<file path="src/sv/rmq_pkg.sv">
// ----------------------------------------------------------------------------
// rmq_pkg: shared types and constants of the matrix to quaternion block
// Request payloads, the classified job handed from front to back, widths.
// ----------------------------------------------------------------------------
package rmq_pkg;

    localparam int FRAC_BITS = 14;
    localparam int RAD_W     = 17;             // clamped radicand, unsigned
    localparam int DIF_W     = 17;             // sum or difference of two elements
    localparam int ROOT_W    = 16;             // floor(sqrt(rad << FRAC_BITS))
    localparam int SQ_IN_W   = 2 * ROOT_W;     // radicand scaled into Q.F squared
    localparam int NUM_W     = 31;             // mag << FRAC_BITS plus the root
    localparam int QUEUE_DEPTH = 4;

    typedef struct packed {
        logic signed [15:0] m00;
        logic signed [15:0] m01;
        logic signed [15:0] m02;
        logic signed [15:0] m10;
        logic signed [15:0] m11;
        logic signed [15:0] m12;
        logic signed [15:0] m20;
        logic signed [15:0] m21;
        logic signed [15:0] m22;
    } t_mat;

    typedef struct packed {
        logic signed [15:0] qw;
        logic signed [15:0] qx;
        logic signed [15:0] qy;
        logic signed [15:0] qz;
    } t_quat;

    // Slot codes of the component that comes from the root itself.
    typedef enum logic [1:0] {
        SLOT_W = 2'd0,
        SLOT_X = 2'd1,
        SLOT_Y = 2'd2,
        SLOT_Z = 2'd3
    } t_slot;

    // One classified request: major slot, radicand and the per-slot numerators
    // (slot order w, x, y, z; the major slot's numerator is zero).
    typedef struct packed {
        t_slot                      major;
        logic [RAD_W-1:0]           rad;
        logic [3:0][DIF_W-1:0]      dif;
    } t_job;

endpackage

</file>
<file path="src/sv/rmq_front.sv">
// ----------------------------------------------------------------------------
// rmq_front: input register and classification
// Picks the trace or diagonal path, forms the radicand and the numerators.
// ----------------------------------------------------------------------------
module rmq_front (
    input  logic            i_clk,
    input  logic            i_rst_n,
    input  logic            i_valid,
    output logic            o_stall,
    input  rmq_pkg::t_mat   i_mat,
    output logic            o_push,
    input  logic            i_full,
    output rmq_pkg::t_job   o_job
);

    localparam logic signed [18:0] ONE = 19'sd1 <<< rmq_pkg::FRAC_BITS;

    logic          r_valid;
    rmq_pkg::t_job r_job;
    rmq_pkg::t_job n_job;
    logic          accept;

    logic signed [18:0] a00, a01, a02, a10, a11, a12, a20, a21, a22;
    logic signed [18:0] trace;
    logic signed [18:0] rad;

    assign a00 = 19'(i_mat.m00);
    assign a01 = 19'(i_mat.m01);
    assign a02 = 19'(i_mat.m02);
    assign a10 = 19'(i_mat.m10);
    assign a11 = 19'(i_mat.m11);
    assign a12 = 19'(i_mat.m12);
    assign a20 = 19'(i_mat.m20);
    assign a21 = 19'(i_mat.m21);
    assign a22 = 19'(i_mat.m22);
    assign trace = a00 + a11 + a22;

    always_comb begin
        n_job.dif = '0;
        if (trace > 19'sd0) begin
            n_job.major  = rmq_pkg::SLOT_W;
            rad          = trace + ONE;
            n_job.dif[1] = 17'(a21 - a12);
            n_job.dif[2] = 17'(a02 - a20);
            n_job.dif[3] = 17'(a10 - a01);
        end else if (a11 > a00 && a22 <= a11) begin
            n_job.major  = rmq_pkg::SLOT_Y;
            rad          = a11 - a22 - a00 + ONE;
            n_job.dif[0] = 17'(a02 - a20);
            n_job.dif[1] = 17'(a01 + a10);
            n_job.dif[3] = 17'(a21 + a12);
        end else if ((a11 > a00 && a22 > a11) || (a11 <= a00 && a22 > a00)) begin
            n_job.major  = rmq_pkg::SLOT_Z;
            rad          = a22 - a00 - a11 + ONE;
            n_job.dif[0] = 17'(a10 - a01);
            n_job.dif[1] = 17'(a02 + a20);
            n_job.dif[2] = 17'(a12 + a21);
        end else begin
            n_job.major  = rmq_pkg::SLOT_X;
            rad          = a00 - a11 - a22 + ONE;
            n_job.dif[0] = 17'(a21 - a12);
            n_job.dif[2] = 17'(a10 + a01);
            n_job.dif[3] = 17'(a20 + a02);
        end
        // Radicands below one are clamped to one.
        n_job.rad = (rad < 19'sd1) ? 17'd1 : rad[16:0];
    end

    assign o_stall = r_valid && i_full;
    assign accept  = i_valid && !o_stall;
    assign o_push  = r_valid && !i_full;
    assign o_job   = r_job;

    always_ff @(posedge i_clk) begin
        if (!i_rst_n) begin
            r_valid <= 1'b0;
        end else if (accept) begin
            r_valid <= 1'b1;
        end else if (o_push) begin
            r_valid <= 1'b0;
        end
        if (accept) begin
            r_job <= n_job;
        end
    end

endmodule

</file>
<file path="config.mk">
export PLATFORM = sky130hd
export DESIGN_NAME = rmq_front
export DESIGN_NICKNAME = d
export VERILOG_FILES = /design/src/sv/rmq_pkg.sv /design/src/sv/rmq_front.sv
export SDC_FILE = /design/constraint.sdc
export NUM_CORES = 1
export LEC_CHECK = 0
export BUFFER_PORTS_ARGS = -buffer_cell sky130_fd_sc_hd__buf_4
export CAP_MARGIN = 10
export CORE_ASPECT_RATIO = 1.75
export CORE_UTILIZATION = 65
export CTS_CLUSTER_SIZE = 20
export DETAILED_ROUTE_END_ITERATION = 12
export GPL_ROUTABILITY_DRIVEN = 0
export PLACE_DENSITY = 0.89
export SYNTH_ARGS = -nofsm -noshare
export SYNTH_HDL_FRONTEND = slang
export SYNTH_SLANG_ARGS = --single-unit
export TNS_END_PERCENT = 50
</file>
<file path="constraint.sdc">
create_clock -name i_clk -period 10.8 [get_ports i_clk]
set_clock_uncertainty 0.15 [all_clocks]
set_input_delay 2.16 -clock i_clk [delete_from_list [all_inputs] [get_ports i_clk]]
set_output_delay 2.16 -clock i_clk [all_outputs]
set_load 0.01 [all_outputs]
</file>
# Yosys cells after proc, flatten, opt, wreduce, memory -nomap -nowiden
# Index checks and enable logic that the tools add are counted.
# classes
addsub,18
reduce_logical,11
mux,15
n_lt_le_gt_ge,7
# ops
op,count
2-to-1 mux 17 bit,6
subtractor 16 x 16 -> 17 bit,6
"adder 18 x 16 -> 19 bit, second input constant",4
adder 16 x 16 -> 17 bit,4
2-to-1 mux 19 bit,3
subtractor 17 x 16 -> 18 bit,3
2-to-1 mux 51 bit,1
> comparator 16 bit,3
2-to-1 mux 34 bit,1
less-or-equal comparator 16 bit,2
"less-than comparator 19 x 2 -> 1 bit, second input constant",1
adder 17 x 16 -> 18 bit,1
"> comparator 18 x 1 -> 1 bit, second input constant",1
logical AND 1 bit,6
2-to-1 mux 2 bit,2
logical NOT 1 bit,2
2-to-1 mux 1 bit,2
nonzero test 2 bit,1
OR reduction 2 bit,1
logical OR 1 bit,1
# totals
elab_cells,59
reg_bits,88
output_inout_bits,89
inputBits,148

# Longest topological paths before layout
# depth
word_depth,7
depth_mapped,21
mapped_depth_nobuf,19

# Worst setup path after synthesis
# Ideal clock, no wire load.
# synth_timing
path_type,input -> register
from,input i_full
to,register r_job (netlist bit o_job[0]) (enable)
n_path_buf,0
setup_ns,0.543
required_time_ns,10.107
setup_slack_ns,3.880
stages,2
arrival_ns,6.227
path_cell_list,and2_1 nor2b_1
# synth_via
elab_chain_cells,3
# synth_lines
item,line,text
start: declaration,rmq_front.sv:12,"input logic i_full,"
logical AND 1 bit,rmq_front.sv:69,assign o_stall = r_valid && i_full;
logical NOT 1 bit,rmq_front.sv:70,assign accept = i_valid && !o_stall;
logical AND 1 bit,rmq_front.sv:70,
via accept,rmq_front.sv:21,logic accept;
end signal: assignment,rmq_front.sv:83,r_job <= n_job;
end: declaration,rmq_front.sv:19,rmq_pkg::t_job r_job;
# The timed path passes the listed nets, and every way through them passes these cells.
# A chain may end at the register's enable or synchronous reset.

# Final worst setup path
# layout_timing
from,input i_mat[4] (netlist bit)
to,register r_job (netlist bit o_job[84]) (data pin)
# layout_via
elab_chain_cells,7
elab_cells_between_ends,22
# layout_lines
item,line,text
start: declaration,rmq_front.sv:10,"input rmq_pkg::t_mat i_mat,"
subtractor 16 x 16 -> 17 bit / > comparator 16 bit (equally long branches),"rmq_front.sv:54, rmq_front.sv:52",
subtractor 17 x 16 -> 18 bit / logical AND 1 bit (equally long branches),"rmq_front.sv:54, rmq_front.sv:52",
adder 18 x 16 -> 19 bit / logical OR 1 bit (equally long branches),"rmq_front.sv:54, rmq_front.sv:52",
2-to-1 mux 19 bit,rmq_front.sv:52,end else if ((a11 > a00 && a22 > a11) || (a11 <= a00 && a22 > a00)) begin
2-to-1 mux 19 bit,rmq_front.sv:46,end else if (a11 > a00 && a22 <= a11) begin
2-to-1 mux 19 bit (*),rmq_front.sv:40,if (trace > 19'sd0) begin
less-than comparator 19 x 2 -> 1 bit,rmq_front.sv:66,n_job.rad = (rad < 19'sd1) ? 17'd1 : rad[16:0];
# Mark *: on every way between the ends. The rest lies on a longest branch, timed or not.

==> flow_summary.json <==
{
  "ys_warn_count": 0,
  "dpl.hpwl_um": 43200,
  "slowest_stage": "a221oi_1",
  "chipWidth_um": 122,
  "min_period_over_period_pct": 69.5,
  "cellPowerDensity_nw_per_um2": 144,
  "stdcell_count": 2429,
  "synth-seq-area-share_pct": 16.0,
  "hold_depth": 2,
  "synth_edf_count": 87,
  "cts_tree": "done",
  "antenna_found_initial": 4,
  "num_rows": 76,
  "grt-ovfl-total": 0,
  "synth_flop_cell": "edfxtp_1",
  "core_area_sq_um": 24700,
  "drc": 0,
  "p_sw_mw": 1.27,
  "start_kind": "primary input",
  "worstPathArrival_ps": 7440,
  "cp_max_fo": 16,
  "max_slew.worst_pin.slew_ps": 1380,
  "ys_types": 90,
  "multi_input_area_sq_um": 12700,
  "clock_sinks": 88,
  "timing.fmax_ghz": 0.133,
  "fin_setup_tns_ps": 0,
  "reg2reg_to": "o_job[53]$_DFFE_PP_",
  "drt_iter0_markers": 1645,
  "netlist_instances": 1928,
  "postCtsSetupBuffers": 0,
  "rsz0062_at_grt": "false",
  "holdPathEnd": "r_valid$_SDFFE_PN0P_",
  "rr_startpoint": "r_valid$_SDFFE_PN0P_",
  "setup_viol": 0,
  "grt_max_degree": 78,
  "max_stage_delay_ps": 950,
  "layout-drive-gt1-share_pct": 14.5,
  "cts_hold_buf": 0,
  "numCtsBuffers": 9,
  "final_cell_mix": "ha_1, buf_4, inv_1, nor2_1, nand2_1",
  "swShare_pct": 47.3,
  "syn_area_per_cell_sq_um": 8.53,
  "syn2layout_area_growth_pct": 13.8,
  "initial_core_util_pct": 66.5,
  "endpoint_kind": "register",
  "ctsRootBufferMaster": "clkbuf_16",
  "worstPathRequired_ps": 10730,
  "pwr-share-seq_pct": 20.7,
  "crit_type": "primary input to register",
  "dp.cells": 2410,
  "internal-power_mw": 1.42,
  "grt_pass1_vias": 16026,
  "clock_power_share_pct": 12.7,
  "slew_headroom_pct": 7.35,
  "hold_class": "register to register",
  "fill_cells": 1751,
  "grt_pass1_wl_um": 83400,
  "status": "finished, final reports clean",
  "htree_levels": 3,
  "p_leak_nw": 8.68,
  "maxCapViolCount": 0,
  "gr-usage-all-layers_pct": 42.7,
  "io_buffers": 236,
  "syn_nets": 2446,
  "vias_per_cell": 6.56,
  "drtAntennaViolNets": 0,
  "num_vias": 15940,
  "hold_violations": 0,
  "fin_crit_ps": 7500,
  "synthArstFlopShare_pct": 0,
  "cts_resized": 0,
  "clock_path_buffers": 2,
  "synth_seq_cells": 88,
  "drt-pass1-iter-count": 6,
  "ir_drop_v": 0.0000949,
  "min-delay-start": "r_valid$_SDFFE_PN0P_",
  "path_common_cell": "ha_1",
  "regArea_sq_um": 2630,
  "wl_per_cell_um": 22.4,
  "regToRegSetupSlack_ps": 8220,
  "drt_wl_total_um": 54300,
  "combPwrFrac_pct": 66.6,
  "chipHeight_um": 212,
  "syn-cell-area_sq_um": 16400,
  "dieArea_sq_um": 26000,
  "nets": 2627,
  "boundaryPins": 237,
  "drv_slew": 0,
  "cp_cell_sequence": "buf_4 -> fa_1 -> ha_1 -> ha_1 -> nor2b_1 -> o2111ai_1 -> nand3_1 -> a221oi_1 -> o21ai_0 -> a21oi_1 -> a311oi_1 -> a211oi_1 -> and2_1 -> nor3_1",
  "reg2reg_depth": 3,
  "cts.clk_slew.worst_paths_ps": 70,
  "insertion_delay_ps": 350,
  "final_common_cell": "ha_1"
}
synth_stat cells (15+ instances only):
library cell / instances / area share [%]
ha_1: 294 / 22
inv_1: 198 / 4.5
nor2_1: 155 / 3.5
nand2_1: 117 / 2.7
a21oi_1: 114 / 3.5
xnor2_1: 98 / 5.2
edfxtp_1: 87 / 16
fa_1: 76 / 9.3
o21ai_0: 71 / 2.2
nor3_1: 51 / 1.6
clkbuf_1: 50 / 1.1
nor2b_1: 39 / 1.5
nand2b_1: 38 / 1.4
o21a_1: 37 / 1.7
nand3_1: 33 / 1.0
a211oi_1: 27 / 1.2
xor2_1: 27 / 1.4
o22ai_1: 26 / 0.99
a21o_1: 25 / 1.1
o211ai_1: 21 / 0.96
a31oi_1: 20 / 0.76
and2_1: 16 / 0.61
mux2i_1: 15 / 0.91
sequential cells by signal, summed over array words and instances (netlist names):
signal	count
o_job	87
r_valid	1
critical path: cells and delay by family:
kind | cells | cell delay, ps
adders and majority gates | 3 | 1590
buffers and inverters | 1 | 140
and+or+nand+nor | 4 | 1080
AOI/OAI and AO/OA | 6 | 2450
power by group through the flow:
stage / registers, mW / logic [mW] / clock network, mW
after floorplan: 0.563 / 1.13 / 0
after global placement: 0.555 / 1.65 / 0
after detailed placement: 0.551 / 1.70 / 0
after CTS: 0.547 / 1.71 / 0.339
after global routing: 0.556 / 1.92 / 0.351
final: 0.555 / 1.79 / 0.342
layout make-up:
class	instances	area share (%)
multi-input combinational	1561	68.1
tap	312	2.09
clock inverter	5	0.435
sequential	88	14.1
timing repair buffer	251	10.1
antenna	3	0.0401
inverter	198	3.97
clock buffer	11	1.24
worst max-delay path by stage:
stage,to,start,slack (ps),cells past startpoint
after floorplan,o_job[0]$_SDFFCE_PP0P_,i_full,3880,2
after global placement,o_job[32]$_DFFE_PP_,i_mat[0],3290,21
after detailed placement,o_job[29]$_DFFE_PP_,i_mat[0],3080,21
after CTS,o_job[29]$_DFFE_PP_,i_mat[0],3450,21
after global routing,o_job[29]$_DFFE_PP_,i_mat[0],3010,21
final,o_job[84]$_SDFFCE_PP0P_,i_mat[4],3300,14
through the flow:
step                      instance area [sq um]  worst slack [ps]  hold slack, ps  util (%)  power, mW
after detailed placement                  18400              3080             508      74.4       2.25
after global routing                      18700              3010             572      75.7       2.83
final                                     18700              3300             522      75.7       2.69
after floorplan                           16400              3880             481         -       1.70
after global placement                    18400              3290             493      74.4       2.20
after CTS                                 18700              3450             522      75.7       2.60
layer usage:
| metal | vias to the layer above | track usage [%] | part of all wire, % |
|---|---|---|---|
| met1 | 7379 | 41.5 | 30 |
| met4 | 2 | 43.2 | 12 |
| li1 | 7179 | - | - |
| met3 | 362 | 10.9 | 9.7 |
| met2 | 1018 | 70.9 | 48 |
| met5 | - | 0 | 0.020 |
kinds of logic after synthesis:
family | Yosys count | synth area share [%]
multiplexers | 23 | 1.46
AND/OR/NAND/NOR | 535 | 16.2
XOR/XNOR | 125 | 6.66
adder cells (fa/ha/maj) | 370 | 31.6
flip-flops | 88 | 16.0
buffers and inverters | 279 | 6.67
AO/OA/AOI/OAI | 508 | 21.4
No activity file was read; power rests on OpenSTA's default activity.
