## config.mk

```make
export PLATFORM = sky130hd
export DESIGN_NAME = rmq_queue
export DESIGN_NICKNAME = d
export VERILOG_FILES = /design/src/sv/rmq_pkg.sv /design/src/sv/rmq_queue.sv
export SDC_FILE = /design/constraint.sdc
export NUM_CORES = 1
export LEC_CHECK = 0
export BUFFER_PORTS_ARGS = -buffer_cell sky130_fd_sc_hd__buf_2
export CAP_MARGIN = 20
export CELL_PAD_IN_SITES_DETAIL_PLACEMENT = 0
export CELL_PAD_IN_SITES_GLOBAL_PLACEMENT = 1
export CORE_MARGIN = 2
export CORE_UTILIZATION = 45
export CTS_CLUSTER_DIAMETER = 60
export DETAILED_ROUTE_END_ITERATION = 10
export GPL_ROUTABILITY_DRIVEN = 0
export PLACE_DENSITY_LB_ADDON = 0.1
export SETUP_SLACK_MARGIN = 0.4
export SLEW_MARGIN = 0
export SYNTH_ARGS = -nofsm -noshare
export SYNTH_HDL_FRONTEND = slang
export SYNTH_SLANG_ARGS = --single-unit
```

## constraint.sdc

```tcl
create_clock -name i_clk -period 3.2 [get_ports i_clk]
set_input_delay 0.32 -clock i_clk [delete_from_list [all_inputs] [get_ports i_clk]]
set_output_delay 0.32 -clock i_clk [all_outputs]
set_load 0.02 [all_outputs]
```

## src/sv/rmq_pkg.sv

```systemverilog
// ----------------------------------------------------------------------------
// rmq_pkg: shared types and constants of the matrix to quaternion block
// Request payloads, the classified job handed from front to back, widths.
// ----------------------------------------------------------------------------
package rmq_pkg;

    localparam int FRAC_BITS = 14;
    localparam int RAD_W     = 17;             // clamped radicand, unsigned
    localparam int DIF_W     = 17;             // sum or difference of two elements
    localparam int ROOT_W    = 16;             // floor(sqrt(rad << FRAC_BITS))
    localparam int SQ_IN_W   = 2 * ROOT_W;     // radicand scaled into Q.F squared
    localparam int NUM_W     = 31;             // mag << FRAC_BITS plus the root
    localparam int QUEUE_DEPTH = 4;

    typedef struct packed {
        logic signed [15:0] m00;
        logic signed [15:0] m01;
        logic signed [15:0] m02;
        logic signed [15:0] m10;
        logic signed [15:0] m11;
        logic signed [15:0] m12;
        logic signed [15:0] m20;
        logic signed [15:0] m21;
        logic signed [15:0] m22;
    } t_mat;

    typedef struct packed {
        logic signed [15:0] qw;
        logic signed [15:0] qx;
        logic signed [15:0] qy;
        logic signed [15:0] qz;
    } t_quat;

    // Slot codes of the component that comes from the root itself.
    typedef enum logic [1:0] {
        SLOT_W = 2'd0,
        SLOT_X = 2'd1,
        SLOT_Y = 2'd2,
        SLOT_Z = 2'd3
    } t_slot;

    // One classified request: major slot, radicand and the per-slot numerators
    // (slot order w, x, y, z; the major slot's numerator is zero).
    typedef struct packed {
        t_slot                      major;
        logic [RAD_W-1:0]           rad;
        logic [3:0][DIF_W-1:0]      dif;
    } t_job;

endpackage

```

## src/sv/rmq_queue.sv

```systemverilog
// ----------------------------------------------------------------------------
// rmq_queue: short job queue between front and back
// Lets each side stall on its own.
// ----------------------------------------------------------------------------
module rmq_queue (
    input  logic            i_clk,
    input  logic            i_rst_n,
    input  logic            i_push,
    input  rmq_pkg::t_job   i_job,
    output logic            o_full,
    input  logic            i_pop,
    output logic            o_empty,
    output rmq_pkg::t_job   o_job
);

    localparam int PW = $clog2(rmq_pkg::QUEUE_DEPTH);

    rmq_pkg::t_job r_mem [rmq_pkg::QUEUE_DEPTH];
    logic [PW-1:0] r_wr;
    logic [PW-1:0] r_rd;
    logic [PW:0]   r_cnt;

    assign o_full  = r_cnt == (PW+1)'(rmq_pkg::QUEUE_DEPTH);
    assign o_empty = r_cnt == '0;
    assign o_job   = r_mem[r_rd];

    always_ff @(posedge i_clk) begin
        if (!i_rst_n) begin
            r_wr  <= '0;
            r_rd  <= '0;
            r_cnt <= '0;
        end else begin
            if (i_push) begin
                r_wr <= r_wr + 1'b1;
            end
            if (i_pop) begin
                r_rd <= r_rd + 1'b1;
            end
            r_cnt <= r_cnt + (PW+1)'(i_push) - (PW+1)'(i_pop);
        end
        if (i_push) begin
            r_mem[r_wr] <= i_job;
        end
    end

endmodule

```

Word level (Yosys, flattened, before mapping)
Memories as Yosys holds them, arrays and structs flattened. A register that Yosys moved wholly into a read port is not among the register bits. Index checks and enable logic that the tools add are counted.

Memory bits (writable): 348. Register bits after elaboration: 7. Output and inout port bits: 89. Word-level logic and storage cells: 14. Input bits: 91. Memories: 1.

Muxes and demuxes: 4. Add/subtract/negate cells: 4. Reduce and logical (&&, ||, !) cells: 1. Eq/ne operators: 1.

Memories: r_mem (words 4, bits a word 87, rd ports 1, clocked after Yosys merged registers in 1, write ports 1, line rmq_queue.sv:18) `rmq_pkg::t_job r_mem [rmq_pkg::QUEUE_DEPTH];`.

Operators by type and width (count): 2-bit by 1-bit adder with 2-bit output (second input constant) (2); 2-bit two-way mux (2); 3-bit by 1-bit adder with 3-bit output (1); 3-bit equality test (second input constant) (1); 3-bit zero test (1); 3-bit by 1-bit subtractor with 3-bit output (1); 1-bit two-way mux (2).

Logic depth before layout (Yosys ltp)
Gate-level depths: netlist of the first run.

Word-level depth: 3. Gate-level depth with buffers: 7. Gate-level depth less buffers: 7.

Worst setup path after synthesis of the first run
Ideal clock, no wire load.

Path type: reg-to-reg. Start: register r_wr[0]. End: memory r_mem[0][0] in the netlist's numbering (enable). Data required time: 2.745 ns. Setup time: 0.455 ns. Buffers on the path: 0. Cell stages (with the launch flop): 4. Setup slack: 0.183 ns. Arrival: 2.563 ns. Cell sequence: dfxtp_1 -> inv_1 -> ha_1 -> and2_1.

RTL lines: from (decl) (line rmq_queue.sv:19) `logic [PW-1:0] r_wr;`; from (signal assigned) (line rmq_queue.sv:34) `r_wr <= r_wr + 1'b1;`; to (decl) (line rmq_queue.sv:18).

No word-level cell before the write port.

==> impl_metrics.json, run 1 <==
{
  "status": "finished clean",
  "whs_ns": 0.0272,
  "antenna_cells": 0,
  "overflow": 0,
  "routedLengthMet1_mm": 10.5,
  "seqCellArea_um2": 10600,
  "yosysSeqAreaShare_pct": 81.8,
  "cts_tree": "yes",
  "clock_skew_ns": 0.00766,
  "drt-total-wl_mm": 24.3,
  "yosys_warnings": 0,
  "crit_type": "flop to primary output",
  "leakagePower_nw": 5.26,
  "r2r-start": "r_wr[0]$_SDFFE_PN0P_",
  "cts_hold_buf": 0,
  "antenna_found_initial": 3,
  "die_w_um": 174,
  "synth_area_per_cell_um2": 26.1,
  "numClockSinks": 357,
  "slew_headroom_pct": 68.8,
  "ys.flop_type": "edfxtp_1",
  "cts_resized": 0,
  "synth_cells": 498,
  "met3_length_mm": 1.52,
  "nets": 808,
  "post_drt_wl_per_cell_um": 21.7,
  "tightestPinTransition_ns": 0.468,
  "cap_violations": 0,
  "setup_viol": 0,
  "via_count": 5872,
  "hpwl_mm": 14.4,
  "synth_edf_count": 348,
  "areaGrowthSynthToFinish_pct": 20.0,
  "fp-row-count": 62,
  "clk_latency_ns": 0.51,
  "cts_root_buf": "clkbuf_16",
  "ys_ff_latch": 357,
  "cts-htree-levels": 2,
  "dr.pass1.iters": 6,
  "critPathArrivalTime_ns": 2.18,
  "fin_crit_ns": 2.50,
  "portBuffers": 179,
  "cts_inserted_buffers": 38,
  "cts_setup_buffers": 0,
  "totalPowerFinal_mw": 10.6,
  "fp.dieH_um": 174,
  "viasPerCell": 5.26,
  "coreArea_um2": 28500,
  "reg2reg_slack_ns": 1.39,
  "synth_cell_types": 21,
  "topRoutingLayerUsed": "met5",
  "clk_path_buf_depth": 3,
  "hold_violations": 0,
  "n_fill_cell": 2250,
  "met2WireLength_mm": 11.8,
  "pwr_density_cell_nw_per_um2": 683,
  "crit_required_ns": 2.88,
  "clkTransAtPathRegs_ns": 0.06,
  "synthArstFlopShare_pct": 0,
  "hold_start": "i_job[2]",
  "multi_input_comb_area_um2": 2210,
  "grt_pass1_wl_mm": 37.4,
  "cp-end-kind": "primary output",
  "path_max_fanout": 25,
  "grt_pass1_vias": 6458,
  "ant_nets": 0,
  "timing.rr.end": "r_mem[0][45]$_DFFE_PP_",
  "grt_max_degree": 42,
  "worstSetupEndpoint": "o_job[56]",
  "track_usage_pct": 16.4,
  "reg2reg_depth": 4,
  "hp-class": "input port to flop",
  "drc_errors": 0,
  "syn_nets": 596,
  "io_pins": 180,
  "first_iter_violations": 395,
  "crit_path_start_kind": "flop",
  "drive_gt1_share_pct": 45.6,
  "synthesis.area_um2": 13000,
  "die_area_um2": 30300,
  "setup_tns_ns": 0,
  "period_share_pct": 78.1,
  "floorplan.initialDensity_pct": 45.5,
  "rsz0062_at_grt": "false",
  "timing.fmax_mhz": 400,
  "drv_slew": 0,
  "peakVddDrop_mv": 0.469
}
[layer usage]
metal  vias up  track usage [%]
met4         6             4.55
met2       172             26.5
met5         -                0
met1      3102             22.1
li1       2551                -
met3        41             4.46
[logic make-up after synthesis]
family,after synthesis,share of synthesized area (%)
simple gates,14,0.578
mux,88,15.2
xor+xnor,3,0.318
buf+inv,27,1.32
flops,357,81.8
compound gates,2,0.115
fa+ha+maj,7,0.732
[report_power, final]
part	internal, mW	switching [mW]	leakage [nW]
logic	0.466	0.648	1.42
registers	5.37	0.0708	3.27
clock network	2.46	1.63	0.574
[cell usage in the layout (no fill, tap or decap), drive strengths merged]
cell / instances
and3: 1
nor2: 5
nand3b: 1
nor3: 1
fa: 1
edfxtp: 348
inv: 7
and2: 6
bufinv: 2
buf: 192
a21oi: 1
xor3: 1
a21bo: 1
mux2i: 1
xnor2: 2
clkinv: 14
dfxtp: 9
ha: 6
mux4: 87
clkbuf: 47
[final cells by class]
type | count | share of cell area, %
Sequential cell | 357 | 68.2
Multi-Input combinational cell | 114 | 14.1
Timing Repair Buffer | 192 | 6.93
Clock buffer | 47 | 6.72
Tap cell | 384 | 3.08
Clock inverter | 16 | 0.762
Inverter | 7 | 0.168
[Yosys cell counts (2+ instances only)]
| cell | instances | area (µm²) |
|---|---|---|
| and2_1 | 6 | 37.5 |
| buf_2 | 10 | 50.1 |
| buf_8 | 3 | 45.0 |
| clkbuf_1 | 5 | 18.8 |
| dfxtp_1 | 9 | 180 |
| edfxtp_1 | 348 | 10500 |
| ha_1 | 6 | 75.1 |
| inv_1 | 7 | 26.3 |
| mux4_2 | 87 | 1960 |
| nor2_1 | 5 | 18.8 |
| xnor2_1 | 2 | 17.5 |
[flip-flops by register name (all words and copies together), names as in the netlist, named ones only]
register / cells
r_mem: 348
r_cnt: 3
r_rd: 2
r_wr: 2
[worst min-delay path by stage]
stage | endpoint | cells after the start | slack (ns)
3_5_place_dp | r_mem[2][23]$_DFFE_PP_ | 1 | 0.54
5_1_grt | r_mem[0][68]$_DFFE_PP_ | 1 | 0.009
4_1_cts | r_mem[1][86]$_DFFE_PP_ | 1 | 0.003
2_1_floorplan | r_mem[0][0]$_DFFE_PP_ | 0 | 0.42
3_3_place_gp | flop | 2 | 0.51
6_report | r_mem[2][2]$_DFFE_PP_ | 1 | 0.03
[stage by stage]
stage	std cells	worst slack, ns	utilization, %	instance area [µm²]
floorplan	498	1.14	-	13000
global placement	1054	1.23	50.6	14400
detailed placement	1054	1.20	50.6	14400
CTS	1117	0.658	54.6	15600
global route	1117	0.607	54.6	15600
finish	1117	0.702	54.6	15600
[worst max-delay path, cell delays in order, from the launching register on]
cell and delay [ns]:
dfxtp_4 0.62, buf_4 0.42, mux4_2 0.41, buf_2 0.19
Note: power is estimated with default switching activity, not from simulation.
==> run 2, diff against run 1 <==
- CORE_UTILIZATION: 45 -> 50
- clock period: 3.2 -> 2.3 ns (I/O delays scaled with it)
==> run 2 against run 1 <==
Clock power grew 42%; total power rose by 45%; count of clock-buffer cells in the layout down 3; utilization grew 12 points; via count up 5.6%; sequential cell count unchanged; worst hold slack gained 0.039 ns; critical path depth rose by 2; die area fell by 9.8%; first-iteration DRC count grew 4.1%; global-route usage grew 2.1 points; worst setup slack got worse by 0.56 ns.
==> impl_metrics.json, run 2 (synthesized netlist as in run 1, its figures left out) <==
{
  "status": "finished clean",
  "routedLengthMet1_mm": 10.5,
  "crit_type": "flop to primary output",
  "die_w_um": 165,
  "overflow": 0,
  "clkTransAtPathRegs_ns": 0.06,
  "final_common_cell": "edfxtp_1",
  "tightestPinTransition_ns": 0.568,
  "hold_path_depth": 3,
  "rsz0062_at_grt": "true",
  "hpwl_mm": 14.2,
  "final_core_util_pct": 67.1,
  "leakagePower_nw": 5.97,
  "post_drt_wl_per_cell_um": 21.1,
  "placed_area_um2": 14500,
  "r2r-start": "r_cnt[0]$_SDFF_PN0_",
  "slew_headroom_pct": 62.2,
  "pre_cts_ws_ns": 0.444,
  "critPathArrivalTime_ns": 1.93,
  "timing.final.ws_setup_ns": 0.143,
  "cts_tree": "yes",
  "cp-end-kind": "primary output",
  "pwr_density_cell_nw_per_um2": 893,
  "numClockSinks": 357,
  "cts_inserted_buffers": 37,
  "cts_root_buf": "clkbuf_16",
  "die_area_um2": 27300,
  "clock_skew_ns": 0.00885,
  "cap_violations": 0,
  "reg2reg_depth": 7,
  "drt-total-wl_mm": 24.9,
  "timing.rr.end": "r_cnt[2]$_SDFF_PN0_",
  "reg2reg_slack_ns": 0.66,
  "clk_path_buf_depth": 3,
  "areaGrowthSynthToFinish_pct": 32.9,
  "design_area_um2": 17300,
  "period_share_pct": 93.8,
  "fp.dieH_um": 165,
  "reg_top3": "r_mem x348, r_cnt x3",
  "drv_slew": 0,
  "hp-class": "input port to flop",
  "via_count": 6202,
  "grt_pass1_vias": 6764,
  "grt_max_degree": 88,
  "dp_cells": 1011,
  "final_cells": 1180,
  "setup_viol": 0,
  "timing.fmax_mhz": 464,
  "coreArea_um2": 25800,
  "clk_latency_ns": 0.50,
  "topRoutingLayerUsed": "met4",
  "path_max_fanout": 5,
  "n_fill_cell": 1675,
  "io_pins": 180,
  "whs_ns": 0.0662,
  "fin_crit_ns": 2.16,
  "mostFrequentLayoutCells": "348 x edfxtp_1, 117 x buf_2, 88 x dlygate4sd3_1, 87 x mux4_2, 58 x buf_6",
  "ant_nets": 0,
  "cts-htree-levels": 2,
  "grt_pass1_wl_mm": 37.4,
  "drive_gt1_share_pct": 42.7,
  "hold_violations": 0,
  "antenna_found_initial": 0,
  "dr.pass1.iters": 4,
  "floorplan.initialDensity_pct": 50.4,
  "drc_errors": 0,
  "first_iter_violations": 411,
  "peakVddDrop_mv": 0.630,
  "nets": 916,
  "crit_path_start_kind": "flop",
  "top_register": "r_mem",
  "hold_start": "i_pop",
  "met2WireLength_mm": 12.6,
  "track_usage_pct": 18.4,
  "met3_length_mm": 1.46,
  "crit_required_ns": 2.07,
  "setup_tns_ns": 0,
  "portBuffers": 179,
  "largest_reg_flops": 348,
  "totalPowerFinal_mw": 15.4,
  "viasPerCell": 5.26,
  "fp-row-count": 59
}
-- run 2: cell count changes in the layout (fill, tap and decap cells not counted), sizes merged --
cell | before | now
diode | 0 | 1
dlygate4sd3 | 0 | 88
inv | 7 | 8
bufinv | 2 | 4
clkbuf | 47 | 46
buf | 192 | 211
clkinvlp | 0 | 2
-- run 2: critical path, cell delays in order (launching register included) --
cell and delay, ns:
dfxtp_4 0.38, buf_12 0.16, buf_12 0.11, buf_16 0.11
mux4_2 0.50, buf_6 0.15
-- run 2: layer usage --
layer  global-route usage (%)  up-vias
li1                         -     2787
met5                        0        -
met3                     4.65       33
met2                     30.7      156
met1                     24.5     3226
met4                     5.02        0
-- run 2: area by class of cell --
cell class                 count  area [µm²]  share of cell area [%]
antenna                        1        2.50                  0.0145
clock inverter                21         205                    1.19
timing repair buffer         301        2790                    16.1
clock buffer                  44         995                    5.76
multi-input combinational    114        2210                    12.8
inverter                       7        26.3                   0.152
sequential                   357       10600                    61.6
tap                          335         419                    2.43
-- run 2: power breakdown --
part / internal [mW] / switching (mW)
clock network: 3.53 / 2.27
registers: 7.48 / 0.0892
logic: 1.06 / 1.01
total: 12.1 / 3.36
-- run 2: worst max path at each step --
stage	cells past startpoint	endpoint	startpoint
3_5_place_dp	3	o_job[1]	flop
2_1_floorplan	3	r_mem[2][0]$_DFFE_PP_	r_wr[0]$_SDFFE_PN0P_
4_1_cts	4	o_job[1]	flop
3_3_place_gp	3	o_job[1]	flop
6_report	5	o_job[85]	flop
5_1_grt	5	o_job[60]	flop
-- run 2: timing repair --
item                                   4_1_cts  5_1_grt
buffers inserted                             8        0
hold buffers                                88        0
gates resized for setup                    100       36
endpoints found under the hold margin      350        0
setup endpoints to repair                   87       87
gates cloned                                 6        1
==> run 3, diff against run 2 <==
- CAP_MARGIN: 20 -> default
- CORE_ASPECT_RATIO: default -> 0.7
- CORE_MARGIN: 2 -> 5
==> run 3 against run 2 <==
Sequential share of layout area is 1.3 points higher; via count is 0.13% lower; non-clock buffer count is 6 lower; largest power group unchanged; utilization is 1.0 points lower; worst hold slack better by 0.019 ns; cell area is 2.0% lower.
==> impl_metrics.json, run 3 (synthesized netlist as in run 1, its figures left out) <==
{
  "status": "finished clean",
  "crit_path_start_kind": "flop",
  "period_share_pct": 94.1,
  "drive_gt1_share_pct": 41.8,
  "p_int_mw": 11.9,
  "crit_required_ns": 2.07,
  "drv_slew": 0,
  "final_cells": 1165,
  "crit_buf_inv": 3,
  "mostFrequentLayoutCells": "348 x edfxtp_1, 144 x buf_2, 88 x dlygate4sd3_1, 87 x mux4_2, 37 x clkbuf_16",
  "hold_start": "i_pop",
  "final_core_util_pct": 66.1,
  "cts-htree-levels": 2,
  "dr.pass1.iters": 6,
  "cp-end-kind": "primary output",
  "timing.fmax_mhz": 462,
  "io_pins": 180,
  "nets": 908,
  "tightestPinTransition_ns": 0.342,
  "peakVddDrop_mv": 0.552,
  "swShare_pct": 21.7,
  "reg_top3": "r_mem x348, r_cnt x3",
  "seq_power_share_pct": 49.7,
  "whs_ns": 0.0856,
  "fin_crit_ns": 2.16,
  "hpwl_mm": 14.9,
  "rsz0062_at_grt": "true",
  "timing.rr.end": "r_cnt[2]$_SDFF_PN0_",
  "post_drt_wl_per_cell_um": 21.9,
  "cap_violations": 0,
  "ant_nets": 0,
  "r2r-start": "r_cnt[0]$_SDFF_PN0_",
  "seqCellArea_um2": 10600,
  "dp_cells": 1005,
  "areaGrowthSynthToFinish_pct": 30.3,
  "cts_root_buf": "clkbuf_16",
  "reg2reg_depth": 7,
  "hold_path_depth": 3,
  "pre_cts_ws_ns": 0.437,
  "die_w_um": 203,
  "cts_tree": "yes",
  "setup_viol": 0,
  "portBuffers": 179,
  "reg2reg_slack_ns": 0.64,
  "grt_pass1_wl_mm": 39.6,
  "viasPerCell": 5.32,
  "track_usage_pct": 17.7,
  "crit_type": "flop to primary output",
  "drt-total-wl_mm": 25.5,
  "hp-class": "input port to flop",
  "antenna_found_initial": 1,
  "via_count": 6194,
  "crit_chain": "buf_12 -> buf_16 -> mux4_2 -> buf_6",
  "drc_errors": 0,
  "timing.final.ws_setup_ns": 0.136,
  "cpLargestDelayFamily": "multiplexers",
  "p_clk_share_pct": 37.5,
  "clock_skew_ns": 0.00870,
  "clk_path_buf_depth": 3,
  "grt_pass1_vias": 6868,
  "cts_inserted_buffers": 35,
  "setup_tns_ns": 0,
  "leakagePower_nw": 5.83,
  "grt_max_degree": 44,
  "die_area_um2": 29400,
  "multi_input_comb_area_um2": 2210,
  "crit_path_top_delay_cell": "mux4_2",
  "p_sw_mw": 3.30,
  "overflow": 0,
  "design_area_um2": 16900,
  "numClockSinks": 357,
  "largest_reg_flops": 348,
  "floorplan.initialDensity_pct": 50.7,
  "clkTransAtPathRegs_ns": 0.06,
  "clk_latency_ns": 0.50,
  "path_max_fanout": 8,
  "first_iter_violations": 269,
  "fp-row-count": 49,
  "hold_violations": 0,
  "slew_headroom_pct": 77.2,
  "coreArea_um2": 25600,
  "final_common_cell": "edfxtp_1",
  "n_fill_cell": 1691,
  "slowest_delay_ns": 0.54,
  "fp.dieH_um": 145,
  "critPathArrivalTime_ns": 1.93,
  "placed_area_um2": 14500,
  "top_register": "r_mem",
  "totalPowerFinal_mw": 15.2,
  "pwr_density_cell_nw_per_um2": 898,
  "comb_power_share_pct": 12.8
}
-- run 3: changes by cell type in the layout (fill, tap and decap cells not counted), moves of 2 or more --
cell        delta
buf_2         +27
buf_6         -23
buf_16         -3
buf_4          -3
clkbuf_16      -3
buf_8          -2
clkbuf_1       +2
clkinv_2       -2
clkinvlp_4     -2
-- run 3: layout make-up --
| type | count | area share, % |
|---|---|---|
| flip-flops and latches | 357 | 62.8 |
| repair buffers | 295 | 14.7 |
| multi-input cells | 114 | 13.0 |
| clock buffers | 44 | 5.62 |
| well taps | 331 | 2.45 |
| clock inverters | 16 | 1.17 |
| inverters | 7 | 0.155 |
| diodes | 1 | 0.0148 |
-- run 3: what timing repair did --
action / 4_1_cts / 5_1_grt
endpoints found under the setup margin: 87 / 87
setup buffers: 6 / 1
hold buffers: 88 / 0
hold endpoints to repair: 350 / 0
resized for setup: 68 / 10
cloned: 4 / 0
-- run 3: worst max path at each step --
stage	startpoint	end	slack [ns]	cells past startpoint
after floorplan	r_wr[0]$_SDFFE_PN0P_	r_mem[2][0]$_DFFE_PP_	0.69	3
after global placement	flop	o_job[24]	0.44	3
after detailed placement	flop	o_job[71]	0.44	3
after CTS	flop	o_job[0]	0.09	3
after global routing	flop	o_job[0]	0.05	3
final	flop	o_job[45]	0.14	4
-- run 3: routing by layer --
metal  vias up  GRT usage [%]  part of all wire (%)
met1      3242           22.9                    41
met5         -              0                     0
met2       157           30.7                    51
met3        31           4.83                   6.5
met4         0           4.32                   1.2
li1       2764              -                     -
-- run 3: power by group through the flow --
stage | Sequential (mW) | Clock (mW) | Combinational (mW)
6_report | 7.56 | 5.69 | 1.94
5_1_grt | 7.58 | 6.14 | 2.08
4_1_cts | 7.56 | 5.83 | 1.96
3_5_place_dp | 7.71 | 0 | 1.61
3_3_place_gp | 7.69 | 0 | 1.59
2_1_floorplan | 7.66 | 0 | 1.03
-- run 3: worst reg2reg max path, stage by stage (launching register included) --
cell and delay, ns:
dfxtp_1 0.33, inv_1 0.07, ha_1 0.27, inv_1 0.04
ha_1 0.19, fa_1 0.41, xor3_1 0.19, nor2_1 0.11
